[src/rtl/crf_pkg.sv]
// ----------------------------------------------------------------------------
// crf_pkg
// Shared types, register map, codes and encoding helpers for the CMOS clock
// register file.
// ----------------------------------------------------------------------------
package crf_pkg;

    localparam int REG_COUNT_DEF = 64;

    // Request opcodes
    localparam logic [1:0] OP_WRITE  = 2'd0;
    localparam logic [1:0] OP_READ   = 2'd1;
    localparam logic [1:0] OP_UPDATE = 2'd2;

    // Register map
    localparam logic [5:0] REG_SEC       = 6'h00;
    localparam logic [5:0] REG_ALARM_SEC = 6'h01;
    localparam logic [5:0] REG_MIN       = 6'h02;
    localparam logic [5:0] REG_ALARM_MIN = 6'h03;
    localparam logic [5:0] REG_HOUR      = 6'h04;
    localparam logic [5:0] REG_ALARM_HR  = 6'h05;
    localparam logic [5:0] REG_WEEKDAY   = 6'h06;
    localparam logic [5:0] REG_DAY       = 6'h07;
    localparam logic [5:0] REG_MONTH     = 6'h08;
    localparam logic [5:0] REG_YEAR      = 6'h09;
    localparam logic [5:0] REG_A         = 6'h0A;
    localparam logic [5:0] REG_B         = 6'h0B;
    localparam logic [5:0] REG_C         = 6'h0C;
    localparam logic [5:0] REG_D         = 6'h0D;

    // Clock field codes
    localparam logic [2:0] FLD_SEC     = 3'd0;
    localparam logic [2:0] FLD_MIN     = 3'd1;
    localparam logic [2:0] FLD_HOUR    = 3'd2;
    localparam logic [2:0] FLD_WEEKDAY = 3'd3;
    localparam logic [2:0] FLD_DAY     = 3'd4;
    localparam logic [2:0] FLD_MONTH   = 3'd5;
    localparam logic [2:0] FLD_YEAR    = 3'd6;

    localparam logic [7:0] REG_D_VALUE = 8'h80;

    typedef struct packed {
        logic [1:0] opcode;
        logic [5:0] reg_index;
        logic [7:0] write_data;
        logic [5:0] clock_seconds;
        logic [5:0] clock_minutes;
        logic [4:0] clock_hours;
        logic [2:0] clock_weekday;
        logic [4:0] clock_day;
        logic [3:0] clock_month;
        logic [7:0] clock_year_offset;
    } crf_cmd_t;

    typedef struct packed {
        logic [7:0] read_data;
        logic       clock_write_valid;
        logic [2:0] clock_field;
        logic [7:0] clock_value;
    } crf_rsp_t;

    function automatic logic [7:0] from_bcd(input logic [7:0] b);
        return 8'({4'b0000, b[7:4]} * 8'd10) + {4'b0000, b[3:0]};
    endfunction

    // Divide by ten through a reciprocal multiply; exact for all 8-bit values
    function automatic logic [7:0] to_bcd(input logic [7:0] v);
        logic [18:0] p;
        logic [7:0]  q;
        logic [7:0]  r;
        p = 19'(v) * 19'd205;
        q = 8'(p >> 11);
        r = v - 8'(q * 8'd10);
        return {q[3:0], r[3:0]};
    endfunction

    function automatic logic [7:0] enc(input logic [7:0] v, input logic bcd);
        return bcd ? to_bcd(v) : v;
    endfunction

    function automatic logic [7:0] to12(input logic [7:0] h);
        logic [7:0] res;
        res = h;
        if (h == 8'd0)
            res = 8'd12;
        else if (h >= 8'd13 && h <= 8'd23)
            res = h - 8'd12;
        return res;
    endfunction

    function automatic logic [7:0] enc_hour(input logic [7:0] h, input logic bcd,
                                            input logic h24);
        return enc(h24 ? h : to12(h), bcd);
    endfunction

    function automatic logic [7:0] mod100(input logic [7:0] y);
        logic [7:0] res;
        res = y;
        if (y >= 8'd200)
            res = y - 8'd200;
        else if (y >= 8'd100)
            res = y - 8'd100;
        return res;
    endfunction

endpackage

[src/rtl/crf_ram.sv]
// ----------------------------------------------------------------------------
// crf_ram
// Generic single-write, single-read synchronous RAM with registered read data.
// ----------------------------------------------------------------------------
module crf_ram #(
    parameter int WIDTH = 8,
    parameter int DEPTH = 64
) (
    input  logic                     clk,
    input  logic                     we,
    input  logic [$clog2(DEPTH)-1:0] waddr,
    input  logic [WIDTH-1:0]         wdata,
    input  logic                     re,
    input  logic [$clog2(DEPTH)-1:0] raddr,
    output logic [WIDTH-1:0]         rdata
);

    logic [WIDTH-1:0] mem [DEPTH];
    logic [WIDTH-1:0] rdata_reg;

    always_ff @(posedge clk)
    begin
        if (we)
            mem[waddr] <= wdata;
        if (re)
            rdata_reg <= mem[raddr];
    end

    assign rdata = rdata_reg;

endmodule

[src/rtl/cmos_rtc_register_file.sv]
// ----------------------------------------------------------------------------
// cmos_rtc_register_file
// MC146818-style register file: 64 host registers backed by clock, alarm and
// mode registers and a CMOS byte store held in a synchronous RAM.
//
// One request is taken per clock cycle while the response side is not stalled,
// and each gives exactly one response: the decode stage decodes the request
// and issues the CMOS store access, and the output register, once free, picks
// up the registered RAM read data. The store comes out of reset all zero via a
// per-entry valid bit, so no clearing pass is needed and requests are taken
// right after reset. Writes that repeat the previous write exactly are
// dropped and answered with an all-zero response.
// ----------------------------------------------------------------------------
module cmos_rtc_register_file #(
    parameter int REG_COUNT = crf_pkg::REG_COUNT_DEF
) (
    input  logic              clk,
    input  logic              rst_n,
    input  logic              cmd_valid,
    output logic              cmd_ready,
    input  crf_pkg::crf_cmd_t cmd,
    output logic              rsp_valid,
    input  logic              rsp_ready,
    output crf_pkg::crf_rsp_t rsp
);
    import crf_pkg::*;

    localparam int ADDR_W = $clog2(REG_COUNT);

    // Clock, alarm and mode state
    logic [7:0] sec_reg, min_reg, hour_reg, wday_reg, day_reg, month_reg, year_reg;
    logic [7:0] sec_next, min_next, hour_next, wday_next, day_next, month_next,
                year_next;
    logic [7:0] asec_reg, amin_reg, ahour_reg;
    logic [7:0] asec_next, amin_next, ahour_next;
    logic       bcd_reg, h24_reg, bcd_next, h24_next;
    logic       last_valid_reg, last_valid_next;
    logic [5:0] last_idx_reg, last_idx_next;
    logic [7:0] last_byte_reg, last_byte_next;
    logic [REG_COUNT-1:0] store_valid_reg, store_valid_next;

    // Decode stage and output register
    logic     s1_valid_reg, s1_valid_next;
    crf_rsp_t s1_rsp_reg, s1_rsp_next;
    logic     s1_use_ram_reg, s1_use_ram_next;
    logic     rsp_valid_reg, rsp_valid_next;
    crf_rsp_t rsp_reg, rsp_next;

    logic              accept, s1_advance, is_dup, in_range, is_store_reg;
    logic [7:0]        dec;
    logic [ADDR_W-1:0] addr;
    logic              ram_we, ram_re;
    logic [7:0]        ram_wdata, ram_rdata;

    assign s1_advance = s1_valid_reg && (!rsp_valid_reg || rsp_ready);
    assign cmd_ready  = !s1_valid_reg || s1_advance;
    assign accept     = cmd_valid && cmd_ready;

    assign addr     = ADDR_W'(cmd.reg_index);
    assign in_range = 32'(cmd.reg_index) < REG_COUNT;
    assign is_dup   = last_valid_reg && (last_idx_reg == cmd.reg_index)
                      && (last_byte_reg == cmd.write_data);
    assign dec      = bcd_reg ? from_bcd(cmd.write_data) : cmd.write_data;
    assign is_store_reg = !(cmd.reg_index inside {[REG_SEC:REG_YEAR], REG_C, REG_D});

    crf_ram #(
        .WIDTH (8),
        .DEPTH (REG_COUNT)
    ) u_store (
        .clk   (clk),
        .we    (ram_we),
        .waddr (addr),
        .wdata (ram_wdata),
        .re    (ram_re),
        .raddr (addr),
        .rdata (ram_rdata)
    );

    always_comb
    begin
        sec_next   = sec_reg;
        min_next   = min_reg;
        hour_next  = hour_reg;
        wday_next  = wday_reg;
        day_next   = day_reg;
        month_next = month_reg;
        year_next  = year_reg;
        asec_next  = asec_reg;
        amin_next  = amin_reg;
        ahour_next = ahour_reg;
        bcd_next   = bcd_reg;
        h24_next   = h24_reg;
        last_valid_next  = last_valid_reg;
        last_idx_next    = last_idx_reg;
        last_byte_next   = last_byte_reg;
        store_valid_next = store_valid_reg;
        ram_we    = 1'b0;
        ram_re    = 1'b0;
        ram_wdata = cmd.write_data;
        s1_rsp_next     = '0;
        s1_use_ram_next = 1'b0;

        if (accept)
        begin
            case (cmd.opcode)
                OP_WRITE:
                begin
                    if (!is_dup)
                    begin
                        last_valid_next = 1'b1;
                        last_idx_next   = cmd.reg_index;
                        last_byte_next  = cmd.write_data;
                        s1_rsp_next.clock_value = dec;
                        case (cmd.reg_index)
                            REG_SEC:
                            begin
                                sec_next = dec;
                                s1_rsp_next.clock_write_valid = 1'b1;
                                s1_rsp_next.clock_field = FLD_SEC;
                            end
                            REG_ALARM_SEC: asec_next = dec;
                            REG_MIN:
                            begin
                                min_next = dec;
                                s1_rsp_next.clock_write_valid = 1'b1;
                                s1_rsp_next.clock_field = FLD_MIN;
                            end
                            REG_ALARM_MIN: amin_next = dec;
                            REG_HOUR:
                            begin
                                hour_next = dec;
                                s1_rsp_next.clock_write_valid = 1'b1;
                                s1_rsp_next.clock_field = FLD_HOUR;
                            end
                            REG_ALARM_HR: ahour_next = dec;
                            REG_WEEKDAY:
                            begin
                                wday_next = dec;
                                s1_rsp_next.clock_write_valid = 1'b1;
                                s1_rsp_next.clock_field = FLD_WEEKDAY;
                            end
                            REG_DAY:
                            begin
                                day_next = dec;
                                s1_rsp_next.clock_write_valid = 1'b1;
                                s1_rsp_next.clock_field = FLD_DAY;
                            end
                            REG_MONTH:
                            begin
                                month_next = dec;
                                s1_rsp_next.clock_write_valid = 1'b1;
                                s1_rsp_next.clock_field = FLD_MONTH;
                            end
                            REG_YEAR:
                            begin
                                year_next = dec;
                                s1_rsp_next.clock_write_valid = 1'b1;
                                s1_rsp_next.clock_field = FLD_YEAR;
                            end
                            REG_B:
                            begin
                                bcd_next = !cmd.write_data[2];
                                h24_next = cmd.write_data[1];
                            end
                            default: ;
                        endcase
                        if (!s1_rsp_next.clock_write_valid)
                            s1_rsp_next.clock_value = '0;
                        if (is_store_reg && in_range)
                        begin
                            ram_we = 1'b1;
                            if (cmd.reg_index == REG_A)
                                ram_wdata = {1'b0, cmd.write_data[6:0]};
                            store_valid_next[addr] = 1'b1;
                        end
                    end
                end
                OP_READ:
                begin
                    case (cmd.reg_index)
                        REG_SEC:       s1_rsp_next.read_data = enc(sec_reg, bcd_reg);
                        REG_ALARM_SEC: s1_rsp_next.read_data = enc(asec_reg, bcd_reg);
                        REG_MIN:       s1_rsp_next.read_data = enc(min_reg, bcd_reg);
                        REG_ALARM_MIN: s1_rsp_next.read_data = enc(amin_reg, bcd_reg);
                        REG_HOUR:
                            s1_rsp_next.read_data = enc_hour(hour_reg, bcd_reg, h24_reg);
                        REG_ALARM_HR:
                            s1_rsp_next.read_data = enc_hour(ahour_reg, bcd_reg, h24_reg);
                        REG_WEEKDAY:   s1_rsp_next.read_data = enc(wday_reg, bcd_reg);
                        REG_DAY:       s1_rsp_next.read_data = enc(day_reg, bcd_reg);
                        REG_MONTH:     s1_rsp_next.read_data = enc(month_reg, bcd_reg);
                        REG_YEAR:
                            s1_rsp_next.read_data = enc(mod100(year_reg), bcd_reg);
                        REG_C:         s1_rsp_next.read_data = '0;
                        REG_D:         s1_rsp_next.read_data = REG_D_VALUE;
                        default:
                        begin
                            // never-written entries read as zero
                            if (in_range && store_valid_reg[addr])
                            begin
                                ram_re = 1'b1;
                                s1_use_ram_next = 1'b1;
                            end
                        end
                    endcase
                end
                OP_UPDATE:
                begin
                    sec_next   = 8'(cmd.clock_seconds);
                    min_next   = 8'(cmd.clock_minutes);
                    hour_next  = 8'(cmd.clock_hours);
                    wday_next  = 8'(cmd.clock_weekday);
                    day_next   = 8'(cmd.clock_day);
                    month_next = 8'(cmd.clock_month);
                    year_next  = cmd.clock_year_offset;
                end
                default: ;
            endcase
        end

        // Hold the decoded request until the output register frees up
        if (accept)
            s1_valid_next = 1'b1;
        else if (s1_advance)
            s1_valid_next = 1'b0;
        else
            s1_valid_next = s1_valid_reg;

        rsp_next = rsp_reg;
        if (s1_advance)
        begin
            rsp_next = s1_rsp_reg;
            if (s1_use_ram_reg)
                rsp_next.read_data = ram_rdata;
        end

        if (s1_advance)
            rsp_valid_next = 1'b1;
        else if (rsp_ready)
            rsp_valid_next = 1'b0;
        else
            rsp_valid_next = rsp_valid_reg;
    end

    always_ff @(posedge clk or negedge rst_n)
    begin
        if (!rst_n)
        begin
            sec_reg   <= 8'd0;
            min_reg   <= 8'd0;
            hour_reg  <= 8'd0;
            wday_reg  <= 8'd1;
            day_reg   <= 8'd1;
            month_reg <= 8'd1;
            year_reg  <= 8'd0;
            asec_reg  <= 8'd0;
            amin_reg  <= 8'd0;
            ahour_reg <= 8'd0;
            bcd_reg   <= 1'b1;
            h24_reg   <= 1'b0;
            last_valid_reg  <= 1'b0;
            last_idx_reg    <= '0;
            last_byte_reg   <= '0;
            store_valid_reg <= '0;
            s1_valid_reg    <= 1'b0;
            rsp_valid_reg   <= 1'b0;
        end
        else
        begin
            sec_reg   <= sec_next;
            min_reg   <= min_next;
            hour_reg  <= hour_next;
            wday_reg  <= wday_next;
            day_reg   <= day_next;
            month_reg <= month_next;
            year_reg  <= year_next;
            asec_reg  <= asec_next;
            amin_reg  <= amin_next;
            ahour_reg <= ahour_next;
            bcd_reg   <= bcd_next;
            h24_reg   <= h24_next;
            last_valid_reg  <= last_valid_next;
            last_idx_reg    <= last_idx_next;
            last_byte_reg   <= last_byte_next;
            store_valid_reg <= store_valid_next;
            s1_valid_reg    <= s1_valid_next;
            rsp_valid_reg   <= rsp_valid_next;
        end
    end

    always_ff @(posedge clk)
    begin
        if (accept)
        begin
            s1_rsp_reg     <= s1_rsp_next;
            s1_use_ram_reg <= s1_use_ram_next;
        end
        rsp_reg <= rsp_next;
    end

    assign rsp_valid = rsp_valid_reg;
    assign rsp       = rsp_reg;

endmodule
[config.mk]
export PLATFORM = sky130hd
export DESIGN_NAME = cmos_rtc_register_file
export DESIGN_NICKNAME = d
export VERILOG_FILES = /design/src/rtl/crf_pkg.sv /design/src/rtl/crf_ram.sv /design/src/rtl/cmos_rtc_register_file.sv
export SDC_FILE = /design/constraint.sdc
export NUM_CORES = 2
export LEC_CHECK = 0
export CAP_MARGIN = 20
export CORE_ASPECT_RATIO = 0.8
export CORE_MARGIN = 4
export CORE_UTILIZATION = 59
export DETAILED_ROUTE_END_ITERATION = 8
export DONT_BUFFER_PORTS = 1
export GPL_ROUTABILITY_DRIVEN = 0
export PLACE_DENSITY = 0.75
export SYNTH_ARGS = -nofsm -noshare
export SYNTH_HDL_FRONTEND = slang
export SYNTH_SLANG_ARGS = --single-unit
[constraint.sdc]
create_clock -name clk -period 9.5 [get_ports clk]
set_clock_uncertainty 0.2 [all_clocks]
set_input_delay 0.475 -clock clk [delete_from_list [all_inputs] [get_ports clk]]
set_output_delay 0.475 -clock clk [all_outputs]
set_load 0.005 [all_outputs]
==> run summary <==
The flow ran to the end, but the final reports show violations. The checks that failed: design-rule violations. The number of flip-flops under the largest register name is between 500 and 600. The insertion delay of the later-clocked pin in the worst-skew pair is between 0.6 and 0.7 ns. The I/O pin count is 79. Among all flip-flop cells after synthesis, the most frequent one is edfxtp_1. In this run the worst path has a maximum fanout of 9. The count of endpoints failing hold in the final timing report is 0.

The worst-case reg-to-reg path depth is 22. The worst setup margin came out at around 1.8 ns. STA classifies the critical path startpoint as a flop. The maximum vdd ir drop came out at around 0.28 mV. The total wire length after detailed routing is between 100 and 150 mm. The number of pins with negative max-slew slack in the final report came out at 0.

The number of levels the H-tree was split into came out at 3. The cell at the root of the clock tree is clkbuf_16. The average detailed-routed wire length per instance is between 20 and 30 µm. The netlist area before placement came out at approximately 41000 µm². For the worst setup path, the data required time is between 9 and 10 ns.

The all-layer global routing usage came out at slightly below 30%. The TritonCTS clock tree is yes. The standard cell core area came out at about 68000 µm². The number of buffers inserted during clock tree synthesis is 72. For this block, the initial DRC count from the detailed router was approximately 3600. The final critical path time including I/O delays and setup came out at approximately 7.7 ns. The half-perimeter wire length after detailed placement came out at between 60 and 70 mm. The clock slew seen by the registers of the worst setup and hold paths is around 0.070 ns. The post-layout net count is between 3000 and 4000.

The layout overhead on the synthesized area came out at 11.3%. OpenSTA, run right after detailed placement, puts the worst setup slack at 2.05 ns. The relative slew slack is 24.3%.

The fraction of registers with async set/reset came out at a little over a fifth. Cells with a size suffix above 1 make up between 10% and 20% of the layout. The startpoint identified for the worst register-to-register timing path is ahour_reg[6]$_DFFE_PN0P_. The full die area came out at around 73000 µm². The total negative slack for setup checks came out at 0 ns. The post-cts hold buffer count came out at 57. The average footprint of a synthesized cell came out at 13.9 µm².

The max-cap check violation count is 0. The critical path is of the flop to flop type. The number of storage elements in the synthesis netlist is between 700 and 800. In this run the static leakage power is between 15 and 20 nW. The post-route fraction of the period consumed by the critical path is ~80%. Gates resized during post-CTS repair numbered 0. The floorplan has 85 rows. The power per cell area came out at roughly 270 nW/µm². The number of global-route vias before repair came out at between 20000 and 30000.

Sequential cells were found to cover between 50% and 60% of the synthesized design area. Port buffering added 0 buffers. Following the worst setup path forward leads to its endpoint at s1_rsp_reg[15]$_SDFFCE_PP0P_. The initial antenna violation count came out at 4. The post-synthesis instance total is ~3000.

The sink count of the clock tree came out at 716. The worst-case clock buffer depth is 3. The routed via count is ~26000. The number of synthesized flops with an enable pin came out at about 560. The number of warnings reported in the yosys synthesis log is 0. The startpoint of the worst setup timing path is ahour_reg[6]$_DFFE_PN0P_.

The final count of negative-setup-slack endpoints is 0. The top achievable clock speed is around 0.13 GHz. The critical path arrival is about 7.8 ns. The setup check on the worst reg-to-reg path leaves a slack of roughly 1.8 ns. The number of distinct library cells after synthesis came out at 84. The post-route antenna net violation count came out at 0. The min-delay analysis places its worst path in the category primary input to flop. For this run, design rule violations remaining after detail routing come to 18. The remaining global-route overflow is 0. The chip width came out at 302 µm. The pin count of the biggest net entering global routing is ~170. The wire length of the first global-routing pass came out at 163 mm.

STA classifies the critical path endpoint as a flop. Setup repair after global routing left no endpoint under its margin. The slew at the pin closest to its max-slew limit is between 1 and 1.5 ns. In this run the critical register-to-register path is captured at s1_rsp_reg[15]$_SDFFCE_PP0P_. For this configuration, the core starts out at a cell density of about three fifths. Post-CTS timing repair inserted 0 buffers for setup. The first TritonRoute pass finished after 9 iterations.

The detail-routed via count per cell came out at 6.33. The vertical extent of the die is 243 µm.
-- power by group --
| part | leakage (nW) | internal (mW) | switching (mW) |
|---|---|---|---|
| registers | 7.15 | 3.52 | 0.161 |
| logic | 10.6 | 2.49 | 3.06 |
| clock network | 1.18 | 1.70 | 1.25 |
-- per-layer routing --
| metal | GRT usage [%] | routed length, µm |
|---|---|---|
| met1 | 42.5 | 41500 |
| met5 | 0 | 16 |
| met2 | 44.5 | 47700 |
| met3 | 8.16 | 12800 |
| met4 | 9.77 | 4050 |
-- cell families after synthesis --
kind of cell / after synthesis / synth area share [%]
AND/OR/NAND/NOR: 470 / 5.48
AO/OA/AOI/OAI: 357 / 5.61
other: 1 / 0.00922
multiplexers: 240 / 11.7
adder cells (fa/ha/maj): 547 / 19.1
XOR/XNOR: 105 / 2.51
buffers and inverters: 499 / 4.62
flip-flops: 716 / 51.0
-- worst max-delay path, stage by stage (launching register included) --
cell and delay [ns]:
dfrtp_1 0.51, nor4_1 0.63, nand4_1 0.24, a21boi_0 0.75
ha_1 0.41, fa_1 0.49, fa_1 0.51, inv_1 0.05
fa_1 0.52, inv_1 0.04, ha_1 0.29, a21oi_1 0.07
o21ai_0 0.49, a21oi_1 0.16, xnor2_1 0.37, ha_1 0.22
inv_1 0.05, fa_1 0.37, xnor2_1 0.17, mux2_2 0.36
xnor2_1 0.14, a22oi_2 0.22, a31oi_2 0.10
-- metrics by stage --
stage	instances	power, mW	utilization, %	hold slack, ns	cell area (µm²)
5_1_grt	4077	13.0	66.8	0.0154	45300
3_5_place_dp	3885	9.01	62.1	-0.0163	42100
6_report	4079	12.2	66.8	0.00700	45300
2_1_floorplan	3030	7.63	-	-0.0206	41000
3_3_place_gp	3885	8.73	62.1	-0.0164	42100
4_1_cts	4073	12.1	66.8	0.00682	45200
-- worst min-delay path by stage --
stage,startpoint,endpoint,slack [ns],depth (start not counted)
after floorplan,rst_n,ahour_reg[0]$_DFFE_PN0P_,-0.02,0
after global placement,rst_n,hour_reg[3]$_DFFE_PN0P_,-0.02,0
after detailed placement,rst_n,hour_reg[4]$_DFFE_PN0P_,-0.02,0
after CTS,cmd[11],month_reg[3]$_DFFE_PN0P_,0.007,2
after global routing,cmd[11],month_reg[3]$_DFFE_PN0P_,0.02,2
final,cmd[11],month_reg[3]$_DFFE_PN0P_,0.007,2
-- placed cells by master, fill, tap and decap left out, types with 16 or more instances in the layout --
cell type and count:
a21oi_1 91, buf_4 31, clkbuf_16 72, conb_1 96
dfrtp_1 151, dlygate4sd3_1 49, edfxtp_1 561, fa_1 122
ha_1 425, inv_1 408, mux2_2 38, mux2i_1 16
mux4_2 185, nand2_1 149, nand2b_1 19, nand3_1 29
nand4_1 22, nor2_1 116, nor3_1 26, o211ai_1 16
o21ai_0 98, o22ai_1 16, or2_2 54, xnor2_1 81
xor2_1 17
-- cell usage after synthesis (16+ instances only) --
cell | number | area (µm²)
edfxtp_1 | 561 | 16800
nand4_1 | 22 | 138
inv_1 | 409 | 1540
xnor2_1 | 81 | 709
or2_2 | 54 | 338
mux4_2 | 185 | 4170
nand3_1 | 29 | 145
dfrtp_1 | 151 | 3780
ha_1 | 425 | 5320
nor2_1 | 120 | 450
clkbuf_1 | 63 | 236
xor2_1 | 17 | 149
o211ai_1 | 16 | 120
mux2_2 | 38 | 428
fa_1 | 122 | 2440
buf_1 | 22 | 82.6
a21oi_1 | 91 | 455
nor3_1 | 27 | 135
o22ai_1 | 16 | 100
nand2_1 | 149 | 559
o21ai_0 | 98 | 490
mux2i_1 | 16 | 160
nand2b_1 | 19 | 119
-- cell type report --
type	count	area (µm²)
antenna	2	5.00
clock buffer	90	1920
clock inverter	41	513
fill	4577	22500
inverter	410	1540
multi-input combinational	1815	18500
sequential	716	20700
tap	913	1140
timing repair buffer	92	977
No activity file was read; power rests on OpenSTA's default activity.
